$ cat src/rtl/core/iir3ax_pkg.sv
// Shared types, constants and the scale-and-saturate helper for the three-axis IIR filter.
package iir3ax_pkg;

    localparam int AXES           = 3;
    localparam int SAMPLE_BITS    = 16;
    localparam int COEF_BITS      = 18;
    localparam int COEF_FRAC_BITS = 14;
    localparam int PROD_BITS      = COEF_BITS + SAMPLE_BITS;
    localparam int ACC_BITS       = PROD_BITS + 2;
    localparam int CFG_IDX_BITS   = 3;

    // Filter path select
    typedef enum logic [1:0] {
        MODE_BANDPASS = 2'd0,
        MODE_HP_ONLY  = 2'd1,
        MODE_LP_ONLY  = 2'd2,
        MODE_NONE     = 2'd3
    } mode_t;

    // Configuration register indexes
    typedef enum logic [CFG_IDX_BITS-1:0] {
        REG_MODE  = 3'd0,
        REG_HP_B0 = 3'd1,
        REG_HP_B1 = 3'd2,
        REG_HP_A1 = 3'd3,
        REG_LP_B0 = 3'd4,
        REG_LP_B1 = 3'd5,
        REG_LP_A1 = 3'd6
    } reg_idx_t;

    typedef logic signed [SAMPLE_BITS-1:0] sample_t;
    typedef logic signed [COEF_BITS-1:0]   coef_val_t;

    typedef struct packed {
        coef_val_t hp_b0;
        coef_val_t hp_b1;
        coef_val_t hp_a1;
        coef_val_t lp_b0;
        coef_val_t lp_b1;
        coef_val_t lp_a1;
    } coef_t;

    typedef struct packed {
        sample_t sample_x;
        sample_t sample_y;
        sample_t sample_z;
    } in_t;

    typedef struct packed {
        sample_t hp_x;
        sample_t hp_y;
        sample_t hp_z;
        sample_t lp_x;
        sample_t lp_y;
        sample_t lp_z;
    } out_t;

    // Lane handshake with the top level
    typedef struct packed {
        logic start;
        logic drain;
    } lane_ctl_t;

    typedef struct packed {
        logic idle;
        logic done;
    } lane_stat_t;

    typedef struct packed {
        sample_t hp;
        sample_t lp;
    } lane_res_t;

    // Arithmetic shift by the coefficient fraction, then clamp to the sample range
    function automatic sample_t scale_sat(input logic signed [ACC_BITS-1:0] acc);
        logic signed [ACC_BITS-1:0] sh;
        logic signed [ACC_BITS-1:0] hi;
        logic signed [ACC_BITS-1:0] lo;
        sh = acc >>> COEF_FRAC_BITS;
        hi = {{(ACC_BITS-SAMPLE_BITS+1){1'b0}}, {(SAMPLE_BITS-1){1'b1}}};
        lo = ~hi;
        if (sh > hi) begin
            return hi[SAMPLE_BITS-1:0];
        end else if (sh < lo) begin
            return lo[SAMPLE_BITS-1:0];
        end
        return sh[SAMPLE_BITS-1:0];
    endfunction

endpackage

$ cat src/rtl/core/iir3ax_lane.sv
// One axis lane: filter state and a shared first-order section stepped by a small sequencer.
module iir3ax_lane import iir3ax_pkg::*; (
    input  logic       aclk,
    input  logic       aresetn,
    input  mode_t      mode,
    input  coef_t      coef,
    input  lane_ctl_t  ctl,
    input  sample_t    x_in,
    output lane_stat_t stat,
    output lane_res_t  res
);

    typedef enum logic [5:0] {
        L_IDLE  = 6'b000001,
        L_MUL_A = 6'b000010,
        L_SUM_A = 6'b000100,
        L_MUL_B = 6'b001000,
        L_SUM_B = 6'b010000,
        L_DONE  = 6'b100000
    } lane_phase_t;

    lane_phase_t phase_reg, phase_next;

    sample_t x_reg;
    sample_t prev_raw_reg, prev_raw_next;
    sample_t prev_hp_reg, prev_hp_next;
    sample_t prev_lp_reg, prev_lp_next;
    sample_t hp_reg, hp_next;
    sample_t lp_reg, lp_next;

    logic signed [PROD_BITS-1:0] p0_reg, p1_reg, p2_reg;

    coef_val_t c0, c1, c2;
    sample_t   d0, d1, d2;
    logic signed [ACC_BITS-1:0] acc;
    sample_t   sec_out;

    // Multiplier operands: first pass is the high-pass section (or low-pass alone),
    // second pass is the low-pass half of the bandpass cascade
    always_comb begin
        if (phase_reg == L_MUL_B) begin
            c0 = coef.lp_b0;  d0 = hp_reg;
            c1 = coef.lp_b1;  d1 = prev_hp_reg;
            c2 = coef.lp_a1;  d2 = prev_lp_reg;
        end else if (mode == MODE_LP_ONLY) begin
            c0 = coef.lp_b0;  d0 = x_reg;
            c1 = coef.lp_b1;  d1 = prev_raw_reg;
            c2 = coef.lp_a1;  d2 = prev_lp_reg;
        end else begin
            c0 = coef.hp_b0;  d0 = x_reg;
            c1 = coef.hp_b1;  d1 = prev_raw_reg;
            c2 = coef.hp_a1;  d2 = prev_hp_reg;
        end
    end

    // Registered products
    always_ff @(posedge aclk) begin
        if (phase_reg == L_MUL_A || phase_reg == L_MUL_B) begin
            p0_reg <= PROD_BITS'(c0 * d0);
            p1_reg <= PROD_BITS'(c1 * d1);
            p2_reg <= PROD_BITS'(c2 * d2);
        end
    end

    // Section sum, scaling and clamp
    always_comb begin
        acc = {{2{p0_reg[PROD_BITS-1]}}, p0_reg}
            + {{2{p1_reg[PROD_BITS-1]}}, p1_reg}
            - {{2{p2_reg[PROD_BITS-1]}}, p2_reg};
        sec_out = scale_sat(acc);
    end

    // Sequencer
    always_comb begin
        phase_next    = phase_reg;
        hp_next       = hp_reg;
        lp_next       = lp_reg;
        prev_raw_next = prev_raw_reg;
        prev_hp_next  = prev_hp_reg;
        prev_lp_next  = prev_lp_reg;
        unique case (phase_reg)
            L_IDLE: begin
                if (ctl.start) begin
                    phase_next = L_MUL_A;
                end
            end
            L_MUL_A: begin
                phase_next = L_SUM_A;
            end
            L_SUM_A: begin
                hp_next    = prev_hp_reg;
                lp_next    = prev_lp_reg;
                phase_next = L_DONE;
                case (mode)
                    MODE_BANDPASS: begin
                        hp_next    = sec_out;
                        phase_next = L_MUL_B;
                    end
                    MODE_HP_ONLY: hp_next = sec_out;
                    MODE_LP_ONLY: lp_next = sec_out;
                    default: ;
                endcase
            end
            L_MUL_B: begin
                phase_next = L_SUM_B;
            end
            L_SUM_B: begin
                lp_next    = sec_out;
                phase_next = L_DONE;
            end
            L_DONE: begin
                // result handed off: commit history, optionally take the next beat
                if (ctl.drain) begin
                    prev_raw_next = x_reg;
                    prev_hp_next  = hp_reg;
                    prev_lp_next  = lp_reg;
                    phase_next    = ctl.start ? L_MUL_A : L_IDLE;
                end
            end
            default: phase_next = L_IDLE;
        endcase
    end

    always_ff @(posedge aclk) begin
        if (!aresetn) begin
            phase_reg    <= L_IDLE;
            prev_raw_reg <= '0;
            prev_hp_reg  <= '0;
            prev_lp_reg  <= '0;
        end else begin
            phase_reg    <= phase_next;
            prev_raw_reg <= prev_raw_next;
            prev_hp_reg  <= prev_hp_next;
            prev_lp_reg  <= prev_lp_next;
        end
    end

    always_ff @(posedge aclk) begin
        hp_reg <= hp_next;
        lp_reg <= lp_next;
        if (ctl.start) begin
            x_reg <= x_in;
        end
    end

    assign stat.idle = (phase_reg == L_IDLE);
    assign stat.done = (phase_reg == L_DONE);
    assign res.hp    = hp_reg;
    assign res.lp    = lp_reg;

endmodule

$ cat config.mk
export PLATFORM = sky130hd
export DESIGN_NAME = iir3ax_lane
export DESIGN_NICKNAME = d
export VERILOG_FILES = /design/src/rtl/core/iir3ax_pkg.sv /design/src/rtl/core/iir3ax_lane.sv
export SDC_FILE = /design/constraint.sdc
export NUM_CORES = 2
export LEC_CHECK = 0
export ABC_AREA = 1
export BUFFER_PORTS_ARGS = -buffer_cell sky130_fd_sc_hd__buf_2
export CAP_MARGIN = 10
export CORE_UTILIZATION = 45
export CTS_CLUSTER_SIZE = 28
export DETAILED_ROUTE_END_ITERATION = 8
export PLACE_DENSITY = 0.65
export RECOVER_POWER = 100
export SETUP_SLACK_MARGIN = 0.15
export SLEW_MARGIN = 0
export SYNTH_ARGS = -nofsm -noshare
export SYNTH_HDL_FRONTEND = slang
export SYNTH_SLANG_ARGS = --single-unit
$ cat constraint.sdc
create_clock -name aclk -period 9.4 [get_ports aclk]
set_clock_uncertainty 0.1 [all_clocks]
set_input_delay 1.88 -clock aclk [delete_from_list [all_inputs] [get_ports aclk]]
set_output_delay 1.88 -clock aclk [all_outputs]
set_load 0.05 [all_outputs]
---- Word level (Yosys, flattened, before mapping) ----
Cells that the tools add are included.
W data, S select, Z words.
operators by class
  add/sub/neg operators ................... 2
  $mul .................................... 3
  $lt $le $gt $ge ......................... 2
  eq/ne operators ......................... 10
  mux-type cells .......................... 23
  reduce and logical (&&, ||, !) cells .... 6
operators by type and width
  operator                count
  $mux W16                9
  $mux W18                6
  $mul A18 B16 Y34        3
  $pmux W6 S6             1
  $sub A35 B34 Y36        1
  $add A34 B34 Y35        1
  $pmux W16 S2            1
  $gt A22 B16 Y1 const B  1
  $lt A22 B16 Y1 const B  1
  $mux W6                 3
  $eq A6 B1 Y1 const B    1
  $eq A6 B2 Y1 const B    1
  $eq A6 B3 Y1 const B    1
  $eq A6 B4 Y1 const B    1
  $eq A6 B5 Y1 const B    1
  $eq A6 B6 Y1 const B    1
  $ne A2 B2 Y1 const B    2
  $reduce_and A2 Y1       2
  $eq A2 B1 Y1 const B    1
  $eq A2 B2 Y1 const B    1
  $logic_not A2 Y1        1
  $mux W1                 2
  $mux W2                 1
  $reduce_bool A2 Y1      1
  2 further kinds         2
storage, ports and cells
  bits in registers ....................... 204
  input port bits ......................... 130
  output and inout bits ................... 34
  logic and storage cells ................. 56

---- Depth between registers and ports, before layout ----
  depth after elaboration ................. 8
  depth in mapped cells ................... 34
  mapped depth without buffers ............ 32

---- Worst setup path before layout ----
No wires, ideal clock.
  kind .................................... input -> register
  start ................................... in mode[1]
  end ..................................... reg p2_reg[30] (data pin)
  setup time .............................. 252 ps
  arrival ................................. 8421 ps
  setup slack ............................. 626 ps
  stages on the path ...................... 28
  buffers on the path ..................... 2
  cells stage by stage .................... clkbuf_1 > clkinv_1 > o21ai_2 > buf_4 > mux2i_1 > clkinv_1 > nand2_1 > fa_1 > fa_1 > fa_1 > fa_1 > inv_1 > fa_1 > inv_1 > fa_1 > inv_1 > ha_1 > a21oi_1 > o21ai_0 > a21oi_1 > o21ai_0 > a21o_1 > a21boi_0 > o21ai_0 > nand2_1 > nand2_1 > nand2_1 > nand2_1
on the way
  longest elaborated chain between the ends .. 4
  elaborated cells between the ends (all ways) .. 6
  those cells by class .................... mul (1); eq/ne (1); mux (4)
ends and longest elaborated chain
  item                                         line               RTL
  from (decl)                                  iir3ax_lane.sv:5   input mode_t mode,
  $eq A2 B2 Y1 *                               iir3ax_lane.sv:45  end else if (mode == MODE_LP_ONLY) begin
  $mux W18 / $mux W16 (equally long branches)  iir3ax_lane.sv:45
  $mux W18 / $mux W16 (equally long branches)  iir3ax_lane.sv:41  if (phase_reg == L_MUL_B) begin
  $mul A18 B16 Y34 *                           iir3ax_lane.sv:61  p2_reg <= PROD_BITS'(c2 * d2);
  to (signal assigned)                         iir3ax_lane.sv:61
  to (decl)                                    iir3ax_lane.sv:31  logic signed [PROD_BITS-1:0] p0_reg, p1_reg, p2_reg;
Every way passes the cells marked *; elsewhere a longest branch is shown, timed or not.
A chain may end at the register's enable or synchronous reset.

---- Worst setup path in the final report ----
  start ................................... in mode[1]
  end ..................................... reg p2_reg[33] (data pin)
The elaborated chain is that of the path after synthesis.

==> out/qor.yml <==
cells_and_area:
  antenna_cells: 0
  regArea_mm2: 0.00559
  final_cell_mix: "inv_1, nand2_1, fa_1"
  layout_commonest_cell: "inv_1"
  syn2layout_area_growth_pct: 8.22
  multiInputGateArea_mm2: 0.0321
  finalNetCount: 6652
  fillers: 9324
  drive_gt1_share_pct: 6.23
  finalNonFillerCells: 6609
global_routing:
  grt_overflow: 0
  track_usage_pct: 26.1
  antenna_found_initial: 0
  grt_pass1_vias: 35000
  grt_max_degree: 67
  grt_first_pass_wirelength_um: 197000
worst_setup_path:
  crit_top_cell: "fa_1"
  reg2reg_from: "phase_reg[4]"
  reg2reg_depth: 26
  reg2reg_to: "p2_reg[33]"
  crit_path_max_incr_delay_ns: 0.91
  path_buf_inv: 8
  worst_setup_path_end_kind: "flop"
  critPathKind: "in -> reg"
  arrival_ns: 8.91
  reg2reg_slack_ns: 0.70
  crit_chain: "buf_2, clkinv_1, o21ai_4, buf_12, buf_4, nor2_1, a21oi_1, clkbuf_1, nor2_1, fa_1, fa_1, fa_1, fa_1, inv_1, fa_1, inv_1, fa_1, ha_1, inv_1, nor3_1, nand4_1, nor4_1, a21oi_1, xor2_1"
  cp-start-kind: "primary input"
  cp_data_required_time_ns: 9.57
  slowest_stage: "fa_1"
  crit_fanout: 40
  crit_family: "adder cells"
drt:
  drt_first_pass_iters: 5
  highest_layer: "met4"
  drc: 0
  wl_met3_um: 7390
  ant_nets: 0
  drtIter0Drc: 2443
  dr_wl_met2_um: 58900
  wl_met1_um: 52700
  wl_per_cell_um: 18.7
  drt-total-wl_um: 123000
  viasPerCell: 5.08
  route.vias.total: 33600
clocking:
  clock_sinks: 204
  cts-buffers-inserted: 24
  cts_hold_buffers: 0
  cts_root_buffer: "clkbuf_16"
  h-tree-depth: 1
  cts_resized: 0
  post_cts_buffers: 0
  clock_path_buffers: 3
  clkLatencyLatePin_ns: 0.55
  clk_pin_slew_worst_paths_ns: 0.06
  cts_tree: "done"
placed_design:
  placed_cells: 6565
  dp_slack_ns: 0.238
  port_buffers: 163
  place_congestion: 0.967
  hpwlAfterDp_um: 107000
outcome:
  outcome: "complete, but fails checks"
  violations: "max-capacitance violations, max-slew violations"
timing:
  hold_viol: 0
  setup_violations: 0
  final_max_slew_viol_count: 158
  max_clock_freq_mhz: 114
  slew_headroom_pct: -92.8
  fin_crit_sh_pct: 93.0
  worst_slack_ns: 0.655
  tightest_slew_ns: 2.89
  fin_crit_ns: 8.75
  tns_ns: 0
  hold-worst-slack_ns: 0.415
  rsz0062_at_grt: "no"
synthesis:
  synth_ff_type: "edfxtp_1"
  synth-edff-count: 150
  yosysWarnings: 0
  ys_ff_latch: 204
  ys_seq_area_share_pct: 12.9
  syn_inst: 5111
  synth_area_mm2: 0.0434
  synth_top_area_cell: "fa_1"
  synth_nets: 6437
  ys_async_sr_fraction_pct: 0
  yosys.area.top_type_share_pct: 41.6
  synth_area_leaders: "fa_1, inv_1, edfxtp_1, ha_1, nand2_1"
  avgSynthCellArea_um2: 8.49
  synth.distinct_cells: 47
worst_hold_path:
  hp-class: "reg -> reg"
  holdCritStartpoint: "prev_raw_reg[7]"
  min_to: "prev_raw_reg[7]"
  hold_depth: 2
power_and_ir_drop:
  powerDensity_mw_per_mm2: 327
  leakagePower_nw: 25.1
  peakVddDrop_v: 0.000825
floorplanning:
  start_util_pct: 45.5
  ioPinCount: 164
  die-area_mm2: 0.0977
  die_w_um: 313
  rows: 113
  die_h_um: 313
  coreArea_mm2: 0.0953
job:
  cap_violations: 3
kinds of logic after synthesis:
logic type / count (synthesis) / synth area share, %
compound gates: 390 / 5.14
xor+xnor: 133 / 2.68
fa+ha+maj: 1196 / 50.1
buf+inv: 1476 / 13.1
flops: 204 / 12.9
mux: 56 / 1.35
simple gates: 1656 / 14.8
where the power goes:
part	total, W	switching, W	internal [W]
sequential	0.00171	0.0000284	0.00168
clock	0.000924	0.000391	0.000533
combinational	0.0127	0.00808	0.00463
worst min-delay path: cells and delay by family (launching register included):
kind	cells	cell delay (ns)
and+or+nand+nor	1	0.08
AOI/OAI and AO/OA	1	0.08
DFF	1	0.32
how the worst max path moves through the flow:
stage,start,to,slack (ns),cells past startpoint
5_1_grt,phase_reg[4],p2_reg[30],0.17,32
6_report,mode[1],p2_reg[33],0.65,24
3_3_place_gp,mode[1],p0_reg[30],0.24,27
2_1_floorplan,mode[1],p2_reg[30],0.63,28
3_5_place_dp,mode[1],p0_reg[30],0.24,27
4_1_cts,mode[1],p0_reg[30],0.78,27
routing by layer:
layer  up-vias  GRT usage, %
li1      15400             -
met4         0          8.05
met1     16900          36.1
met5         -             0
met3       186          2.53
met2      1061          43.6
per-stage QoR:
step / util [%] / cell area (µm²) / power [W]
after floorplan: - / 43400 / 0.0110
after global placement: 48.6 / 46300 / 0.0144
after detailed placement: 48.6 / 46300 / 0.0145
after CTS: 49.4 / 47100 / 0.0155
after global routing: 49.3 / 47000 / 0.0171
final: 49.3 / 47000 / 0.0153
area by class of cell:
class	instances	area share, %
Timing Repair Buffer	287	3.62
Tap cell	1265	3.37
Inverter	1378	11.0
Sequential cell	204	11.9
Multi-Input combinational cell	3431	68.4
Clock inverter	13	0.266
Clock buffer	31	1.42
synth_stat cells (2+ instances only):
| master | number |
|---|---|
| o21bai_1 | 16 |
| inv_2 | 18 |
| o21ai_0 | 137 |
| a211oi_1 | 2 |
| fa_1 | 903 |
| xnor2_1 | 61 |
| buf_2 | 42 |
| nor3_1 | 17 |
| o21ai_2 | 6 |
| nand4_1 | 14 |
| clkbuf_1 | 44 |
| a21oi_2 | 8 |
| ha_1 | 293 |
| a31oi_1 | 11 |
| a221oi_1 | 3 |
| xor2_1 | 72 |
| nor3_2 | 2 |
| inv_1 | 1346 |
| nand3b_1 | 3 |
| nand3_1 | 39 |
| edfxtp_1 | 150 |
| a21oi_4 | 5 |
| o21a_1 | 9 |
| nor4_1 | 14 |
| nor2_1 | 633 |
| nand2_1 | 924 |
| o21ai_1 | 7 |
| or2_2 | 4 |
| mux2i_2 | 6 |
| a21boi_0 | 4 |
| mux2i_1 | 49 |
| a21oi_1 | 156 |
| a21o_1 | 12 |
| clkinv_1 | 14 |
| buf_6 | 8 |
| buf_4 | 4 |
| o211ai_1 | 12 |
| dfxtp_1 | 54 |
Power figures use the tool's default switching activity.
