<file path="config.mk">
export PLATFORM = sky130hd
export DESIGN_NAME = iir3ax_merge
export DESIGN_NICKNAME = d
export VERILOG_FILES = /design/src/rtl/core/iir3ax_pkg.sv /design/src/rtl/core/iir3ax_merge.sv
export SDC_FILE = /design/constraint.sdc
export NUM_CORES = 1
export LEC_CHECK = 0
export BUFFER_PORTS_ARGS = -buffer_cell sky130_fd_sc_hd__clkbuf_2
export CAP_MARGIN = 30
export CELL_PAD_IN_SITES_DETAIL_PLACEMENT = 1
export CELL_PAD_IN_SITES_GLOBAL_PLACEMENT = 1
export CORE_UTILIZATION = 34
export CTS_BUF_LIST = sky130_fd_sc_hd__clkbuf_8
export CTS_CLUSTER_DIAMETER = 150
export DETAILED_ROUTE_END_ITERATION = 10
export PLACE_DENSITY_LB_ADDON = 0.1
export SKIP_LAST_GASP = 1
export SYNTH_ARGS = -nofsm -noshare
export SYNTH_HDL_FRONTEND = slang
export SYNTH_SLANG_ARGS = --single-unit
</file>
<file path="constraint.sdc">
create_clock -name aclk -period 5.8 [get_ports aclk]
set_input_delay 0.58 -clock aclk [delete_from_list [all_inputs] [get_ports aclk]]
set_output_delay 0.58 -clock aclk [all_outputs]
set_load 0.02 [all_outputs]
</file>
<file path="src/rtl/core/iir3ax_pkg.sv">
// Shared types, constants and the scale-and-saturate helper for the three-axis IIR filter.
package iir3ax_pkg;

    localparam int AXES           = 3;
    localparam int SAMPLE_BITS    = 16;
    localparam int COEF_BITS      = 18;
    localparam int COEF_FRAC_BITS = 14;
    localparam int PROD_BITS      = COEF_BITS + SAMPLE_BITS;
    localparam int ACC_BITS       = PROD_BITS + 2;
    localparam int CFG_IDX_BITS   = 3;

    // Filter path select
    typedef enum logic [1:0] {
        MODE_BANDPASS = 2'd0,
        MODE_HP_ONLY  = 2'd1,
        MODE_LP_ONLY  = 2'd2,
        MODE_NONE     = 2'd3
    } mode_t;

    // Configuration register indexes
    typedef enum logic [CFG_IDX_BITS-1:0] {
        REG_MODE  = 3'd0,
        REG_HP_B0 = 3'd1,
        REG_HP_B1 = 3'd2,
        REG_HP_A1 = 3'd3,
        REG_LP_B0 = 3'd4,
        REG_LP_B1 = 3'd5,
        REG_LP_A1 = 3'd6
    } reg_idx_t;

    typedef logic signed [SAMPLE_BITS-1:0] sample_t;
    typedef logic signed [COEF_BITS-1:0]   coef_val_t;

    typedef struct packed {
        coef_val_t hp_b0;
        coef_val_t hp_b1;
        coef_val_t hp_a1;
        coef_val_t lp_b0;
        coef_val_t lp_b1;
        coef_val_t lp_a1;
    } coef_t;

    typedef struct packed {
        sample_t sample_x;
        sample_t sample_y;
        sample_t sample_z;
    } in_t;

    typedef struct packed {
        sample_t hp_x;
        sample_t hp_y;
        sample_t hp_z;
        sample_t lp_x;
        sample_t lp_y;
        sample_t lp_z;
    } out_t;

    // Lane handshake with the top level
    typedef struct packed {
        logic start;
        logic drain;
    } lane_ctl_t;

    typedef struct packed {
        logic idle;
        logic done;
    } lane_stat_t;

    typedef struct packed {
        sample_t hp;
        sample_t lp;
    } lane_res_t;

    // Arithmetic shift by the coefficient fraction, then clamp to the sample range
    function automatic sample_t scale_sat(input logic signed [ACC_BITS-1:0] acc);
        logic signed [ACC_BITS-1:0] sh;
        logic signed [ACC_BITS-1:0] hi;
        logic signed [ACC_BITS-1:0] lo;
        sh = acc >>> COEF_FRAC_BITS;
        hi = {{(ACC_BITS-SAMPLE_BITS+1){1'b0}}, {(SAMPLE_BITS-1){1'b1}}};
        lo = ~hi;
        if (sh > hi) begin
            return hi[SAMPLE_BITS-1:0];
        end else if (sh < lo) begin
            return lo[SAMPLE_BITS-1:0];
        end
        return sh[SAMPLE_BITS-1:0];
    endfunction

endpackage

</file>
<file path="src/rtl/core/iir3ax_merge.sv">
// Merge stage: gathers the lane results into one result beat held in the output register.
module iir3ax_merge import iir3ax_pkg::*; (
    input  logic      aclk,
    input  logic      aresetn,
    input  lane_res_t lane_res [AXES],
    input  logic      all_done,
    output logic      drain,
    output logic      m_valid,
    input  logic      m_ready,
    output out_t      m_data
);

    logic m_valid_reg, m_valid_next;
    out_t data_reg;

    // Lanes hand off when the output register is empty or being emptied
    assign drain = all_done && (!m_valid_reg || m_ready);

    always_comb begin
        m_valid_next = m_valid_reg;
        if (drain) begin
            m_valid_next = 1'b1;
        end else if (m_ready) begin
            m_valid_next = 1'b0;
        end
    end

    always_ff @(posedge aclk) begin
        if (!aresetn) begin
            m_valid_reg <= 1'b0;
        end else begin
            m_valid_reg <= m_valid_next;
        end
    end

    always_ff @(posedge aclk) begin
        if (drain) begin
            data_reg.hp_x <= lane_res[0].hp;
            data_reg.hp_y <= lane_res[1].hp;
            data_reg.hp_z <= lane_res[2].hp;
            data_reg.lp_x <= lane_res[0].lp;
            data_reg.lp_y <= lane_res[1].lp;
            data_reg.lp_z <= lane_res[2].lp;
        end
    end

    assign m_valid = m_valid_reg;
    assign m_data  = data_reg;

endmodule

</file>
# Word level (Yosys, flattened, before mapping)
# Cells that the tools add are included.
classes:
  mux: 2
  reduce_logical: 4
op_table:
  columns: ["op", "count"]
  rows:
  - ["1-bit two-way mux", 2]
  - ["2-bit nonzero test", 1]
  - ["1-bit logical AND", 1]
  - ["1-bit logical NOT", 1]
  - ["1-bit logical OR", 1]
totals:
  regBits: 97
  in_bits: 100
  word_cells: 13

# Depth between registers and ports, before layout
# Gate-level depths: netlist (run 1).
depth:
  ltp_word: 4
  mapped_depth: 2
  depth_no_buf: 2

# Worst setup path before layout (run 1)
# No wires, ideal clock.
synth_path:
  path_type: "input -> output"
  startpoint: "input m_ready"
  endpoint: "output drain"
  arrival_time_ns: 5.080
  required_time_ns: 5.220
  path_slack_ns: 0.140
  stages: 2
  n_path_buf: 0
  path_cell_list: "nor2b_4 -> nor2b_1"
synth_via:
  elab_chain_cells: 2
synth_rtl:
  columns: ["item", "line", "text"]
  rows:
  - ["start, declared", "iir3ax_merge.sv:9", "input logic m_ready,"]
  - ["1-bit logical OR", "iir3ax_merge.sv:17", "assign drain = all_done && (!m_valid_reg || m_ready);"]
  - ["1-bit logical AND", "iir3ax_merge.sv:17", null]
  - ["end, declared", "iir3ax_merge.sv:7", "output logic drain,"]
# No other way between the ends.

# Final worst setup path (run 1)
layout_path:
  startpoint: "register m_valid_reg (netlist: m_valid)"
  endpoint: "output drain"
layout_via:
  elab_chain_cells: 3
layout_rtl:
  columns: ["item", "line", "text"]
  rows:
  - ["start, declared", "iir3ax_merge.sv:13", "logic m_valid_reg, m_valid_next;"]
  - ["start signal, assigned", "iir3ax_merge.sv:32", "m_valid_reg <= m_valid_next;"]
  - ["1-bit logical NOT", "iir3ax_merge.sv:17", null]
  - ["1-bit logical OR", "iir3ax_merge.sv:17", null]
  - ["1-bit logical AND", "iir3ax_merge.sv:17", null]
# No other way between the ends.

==> flow_metrics.py, run 1 <==
metrics = {
    "die": {
        "core_area_um2": 8260,
        "dieArea_um2": 8990,
        "start_util_pct": 35.5,
        "row_count": 33,
        "ios": 198,
        "die_h_um": 94.8,
        "die_x_um": 94.8,
    },
    "routing": {
        "drt_iter0_drc": 73,
        "avgRoutedWirePerCell_um": 15.5,
        "drtPass1Iterations": 4,
        "dr_total_vias": 1745,
        "ant_nets": 0,
        "wirelength_mm": 6.52,
        "route.detailed.drc": 0,
        "viasPerCell": 4.15,
    },
    "pwr": {
        "power_density_nw_per_um2": 319,
        "ir_drop_v": 0.000168,
        "p_total_w": 0.00135,
        "leakage_nw": 1.87,
    },
    "sta": {
        "period_share_pct": 38.6,
        "setup_tns_ns": 0,
        "worst_slew_pin_slew_ns": 0.650,
        "timing.slew.headroom_pct": 56.7,
        "fin_ws_ns": 3.56,
        "fmax_mhz": 446,
        "slew_violations": 0,
        "hold_viol": 0,
        "final_period_minus_worst_setup_slack_ns": 2.24,
        "finClkSkew_ns": 0.00817,
        "rsz0062_at_grt": "no",
        "setup_viol": 0,
    },
    "synth": {
        "avgSynthCellArea_um2": 29.3,
        "synth.distinct_cells": 5,
        "syn_inst": 100,
        "synth_seq_cells": 97,
        "muxShareOfSynthArea_pct": 0,
        "ys_seq_area_share_pct": 99.1,
        "synth-compound-area-share_pct": 0.256,
        "yosys_most_used_dff": "edfxtp_1",
        "synth_area_leaders": "edfxtp_1, dfxtp_1, nor2b_4",
        "synthSimpleGateAreaFrac_pct": 0.683,
        "syn_area_um2": 2930,
        "ys_async_sr_fraction_pct": 0,
        "synth_enable_flop_cells": 96,
        "yosys.area.top_type_share_pct": 98.4,
        "yosysMostFrequentCell": "edfxtp_1",
        "synth_top_cell_by_area": "edfxtp_1",
        "yosysWarnings": 0,
        "synthAdderAreaFrac_pct": 0,
        "syn-num-nets": 200,
        "synthTopCellsByCount": "edfxtp_1, dfxtp_1, nor2b_1, nor2b_4, o21a_1",
        "synth_top_family_by_area": "simple AND/OR/NAND/NOR gates",
        "synth_xor_area_share_pct": 0,
    },
    "clock_tree": {
        "cts_buffers": 9,
        "cts.htree.levels": 3,
        "ctsLongestPathBuffers": 2,
        "cts_root_buf": "clkbuf_8",
        "cts_sinks": 97,
        "cts_resized": 0,
        "path_clk_slew_ns": 0.10,
        "cts_setup_buffers": 0,
        "cts_tree": "built",
        "clkLatencyLatePin_ns": 0.35,
        "ctsHoldBuffers": 0,
    },
    "layout": {
        "final_cell_count_no_fill": 420,
        "largest_reg_flops": 96,
        "diodes": 0,
        "fillers": 853,
        "drive_gt1_share_pct": 68.6,
        "seq_area_um2": 2900,
        "multi_input_comb_area_um2": 35.0,
        "final_nets": 410,
        "stdcell_area_um2": 4240,
        "syn2layout_area_growth_pct": 44.7,
    },
    "critical_path": {
        "path_class": "flop to output pin",
        "endpoint_kind": "output pin",
        "crit_required_ns": 5.22,
        "cp.arrival_ns": 1.66,
        "worstPathMaxFanout": 47,
        "start_kind": "flop",
    },
    "grt": {
        "gr-total-overflow": 0,
        "met1_usage_pct": 15.1,
        "grt.busiest_layer": "met2",
        "first_global_vias": 1705,
        "grt_util_met3_pct": 4.35,
        "antenna_found_initial": 0,
        "grt_max_degree": 52,
        "grtUsageTotal_pct": 13.7,
        "grt_first_pass_wirelength_mm": 8.70,
        "grtUsageMet2_pct": 23.6,
    },
    "placed_design": {
        "place_area_um2": 4070,
        "dp_cells": 404,
        "dp_hpwl_mm": 4.87,
        "place.gp.congestion": 0.709,
        "dp_slack_ns": 3.40,
        "io_buffers": 197,
    },
    "worst_hold_path": {
        "hold_path.class": "input port to flop",
    },
    "outcome": {
        "status": "finished, final reports clean",
    },
    "run": {
        "drv_cap": 0,
    },
}
cell type report:
class	instances	area share, %
Sequential cell	97	68.5
Multi-Input combinational cell	3	0.826
Timing Repair Buffer	199	23.6
Clock inverter	7	1.06
Clock buffer	9	2.92
Tap cell	105	3.10
cell usage in the layout, fill, tap and decap left out, drive strengths merged:
cell type  instances
dfxtp              1
inv                2
clkinv             5
nor2b              2
clkbuf           206
edfxtp            96
o21a               1
buf                2
worst max-delay path, cell delays in order (launching register included):
cell	delay [ns]
dfxtp_1	0.33
nor2b_4	0.13
nor2b_4	0.09
buf_4	0.48
clkbuf_2	0.27
metal layers:
metal / wire, um / vias up
li1: - / 821
met1: 2410 / 813
met2: 3460 / 107
met3: 604 / 4
met4: 45 / 0
met5: 0 / -
report_power, final:
part | leakage (nW) | internal, W | switching, W
Clock | 0.0912 | 0.000156 | 0.000226
Combinational | 0.844 | 0.0000502 | 0.0000916
Sequential | 0.937 | 0.000819 | 0.0000105
Total | 1.87 | 0.00103 | 0.000329
final timing paths:
path | startpoint | to | slack, ns | cells after the start
hold reg to reg | m_valid$_SDFFE_PN0P_ | m_valid$_SDFFE_PN0P_ | 0.66 | 2
setup / recovery | m_valid$_SDFFE_PN0P_ | drain | 3.56 | 4
hold / removal | lane_res[52] | m_data[68]$_DFFE_PP_ | 0.40 | 1
setup reg to reg | m_valid$_SDFFE_PN0P_ | m_data[32]$_DFFE_PP_ | 3.71 | 4
kinds of logic after synthesis:
| family | count (synthesis) |
|---|---|
| flip-flops | 97 |
| AND/OR/NAND/NOR | 2 |
| AO/OA/AOI/OAI | 1 |
stage by stage:
step	utilization, %	hold WS [ns]
global route	51.3	0.383
detailed placement	49.3	0.641
finish	51.3	0.402
floorplan	-	0.679
global placement	49.3	0.606
CTS	51.3	0.382
Power figures use the tool's default switching activity.
==> run 2: changes to the inputs <==
- clock period: 5.8 -> 2.2 ns (I/O delays scaled with it)
==> run 2 against run 1 <==
Against the previous run:
- critical path depth stayed put
- final cell count is 0.24% higher
- routed wire length is 1.9% lower
- sequential share of layout area is 1.3 points lower
- register-to-register slack worse by 3.0 ns
- clock-buffer cell count stayed put
- clock skew hardly changed
- critical endpoint unchanged
- largest cell class unchanged
- largest power group unchanged
==> flow_metrics.py, run 2 (synthesized netlist as in run 1, its figures left out) <==
metrics = {
    "outcome": {
        "status": "finished, final reports clean",
    },
    "routing": {
        "ant_nets": 0,
        "dr_total_vias": 1781,
        "drt_iter0_drc": 38,
        "wirelength_mm": 6.40,
        "drtPass1Iterations": 4,
        "avgRoutedWirePerCell_um": 15.2,
        "viasPerCell": 4.23,
        "route.detailed.drc": 0,
    },
    "die": {
        "die_x_um": 94.8,
        "row_count": 33,
        "die_h_um": 94.8,
        "core_area_um2": 8260,
        "start_util_pct": 35.5,
        "dieArea_um2": 8990,
        "ios": 198,
    },
    "critical_path": {
        "start_kind": "flop",
        "crit_required_ns": 1.98,
        "path_class": "flop to output pin",
        "worstPathMaxFanout": 12,
        "cp.arrival_ns": 1.55,
        "endpoint_kind": "output pin",
    },
    "layout": {
        "largest_reg_flops": 96,
        "seq_area_um2": 2900,
        "layout.cells.most_common": "clkbuf_2",
        "finalCoreUtilization_pct": 52.4,
        "diodes": 0,
        "final_cell_mix": "clkbuf_2, edfxtp_1, clkbuf_8",
        "fillers": 822,
        "syn2layout_area_growth_pct": 47.6,
        "drive_gt1_share_pct": 68.4,
        "final_nets": 411,
        "multi_input_comb_area_um2": 35.0,
    },
    "sta": {
        "finClkSkew_ns": 0.00833,
        "timing.slew.headroom_pct": 76.2,
        "slew_violations": 0,
        "setup_viol": 0,
        "fmax_mhz": 565,
        "final_period_minus_worst_setup_slack_ns": 1.77,
        "worst_slew_pin_slew_ns": 0.356,
        "period_share_pct": 80.4,
        "setup_tns_ns": 0,
        "rsz0062_at_grt": "no",
        "hold_viol": 0,
    },
    "grt": {
        "gr-total-overflow": 0,
        "first_global_vias": 1774,
        "grtUsageTotal_pct": 14.2,
        "grt_max_degree": 55,
        "grt_first_pass_wirelength_mm": 9.09,
        "antenna_found_initial": 0,
    },
    "clock_tree": {
        "cts_sinks": 97,
        "cts_tree": "built",
        "path_clk_slew_ns": 0.09,
        "ctsHoldBuffers": 0,
        "clkLatencyLatePin_ns": 0.35,
        "cts_setup_buffers": 0,
        "cts_root_buf": "clkbuf_8",
        "cts.htree.levels": 3,
        "ctsLongestPathBuffers": 2,
        "cts_buffers": 9,
        "cts_resized": 0,
    },
    "pwr": {
        "ir_drop_v": 0.000424,
        "leakage_nw": 1.91,
        "internal_power_w": 0.00304,
        "p_total_w": 0.00387,
        "clkPwrFrac_pct": 33.8,
        "switching_share_pct": 21.5,
        "combinationalPowerShare_pct": 9.8,
        "power_switching_w": 0.000832,
        "pwr-share-seq_pct": 56.4,
        "power_density_nw_per_um2": 895,
    },
    "placed_design": {
        "dp_hpwl_mm": 4.99,
        "place.gp.congestion": 0.718,
        "io_buffers": 197,
    },
    "run": {
        "drv_cap": 0,
    },
    "worst_hold_path": {
        "hold_path.class": "input port to flop",
    },
}
[run 2: cell count changes in the layout (fill, tap and decap cells not counted), sizes merged]
cell | previous run | this run
bufinv | 0 | 3
clkinv | 5 | 3
buf | 2 | 3
inv | 2 | 1
[run 2: worst paths after layout]
path	cells after the start	slack, ns	endpoint	from
hold / removal	1	0.04	m_data[52]$_DFFE_PP_	lane_res[20]
hold reg to reg	2	0.63	m_valid$_SDFFE_PN0P_	m_valid$_SDFFE_PN0P_
setup / recovery	4	0.43	drain	m_valid$_SDFFE_PN0P_
setup reg to reg	3	0.73	m_data[24]$_DFFE_PP_	m_valid$_SDFFE_PN0P_
[run 2: routing by layer]
layer	share of wire (%)	global-route usage, %	up-vias
met5	0	0	-
met2	53	25.1	114
met4	1.8	7.20	0
li1	-	-	824
met3	12	6.12	10
met1	34	14.2	833
[run 2: critical path, stage by stage (launching register included)]
cell	delay, ns
dfxtp_2	0.32
nor2b_4	0.13
nor2b_4	0.31
buf_4	0.26
clkbuf_2	0.19
[run 2: layout make-up]
class | count | share of cell area, %
multi-input combinational | 3 | 0.810
sequential | 97 | 67.1
clock inverter | 7 | 2.55
tap | 105 | 3.04
clock buffer | 9 | 2.86
timing repair buffer | 200 | 23.6
[run 2: stage by stage]
stage | std cells | setup WS, ns | instance area, um^2 | hold slack (ns)
after floorplan | 100 | -0.210 | 2940 | 0.319
after global placement | 405 | 0.738 | 4090 | 0.397
after detailed placement | 405 | 0.710 | 4090 | 0.399
after CTS | 421 | 0.390 | 4330 | 0.0181
after global routing | 421 | 0.344 | 4330 | 0.0197
final | 421 | 0.431 | 4330 | 0.0404
[run 2: power groups by stage]
stage	registers [W]	logic [W]	clock network, W
3_5_place_dp	0.00223	0.000386	0
5_1_grt	0.00220	0.000407	0.00141
3_3_place_gp	0.00222	0.000380	0
6_report	0.00218	0.000379	0.00131
4_1_cts	0.00219	0.000386	0.00136
2_1_floorplan	0.00237	0.0000381	0
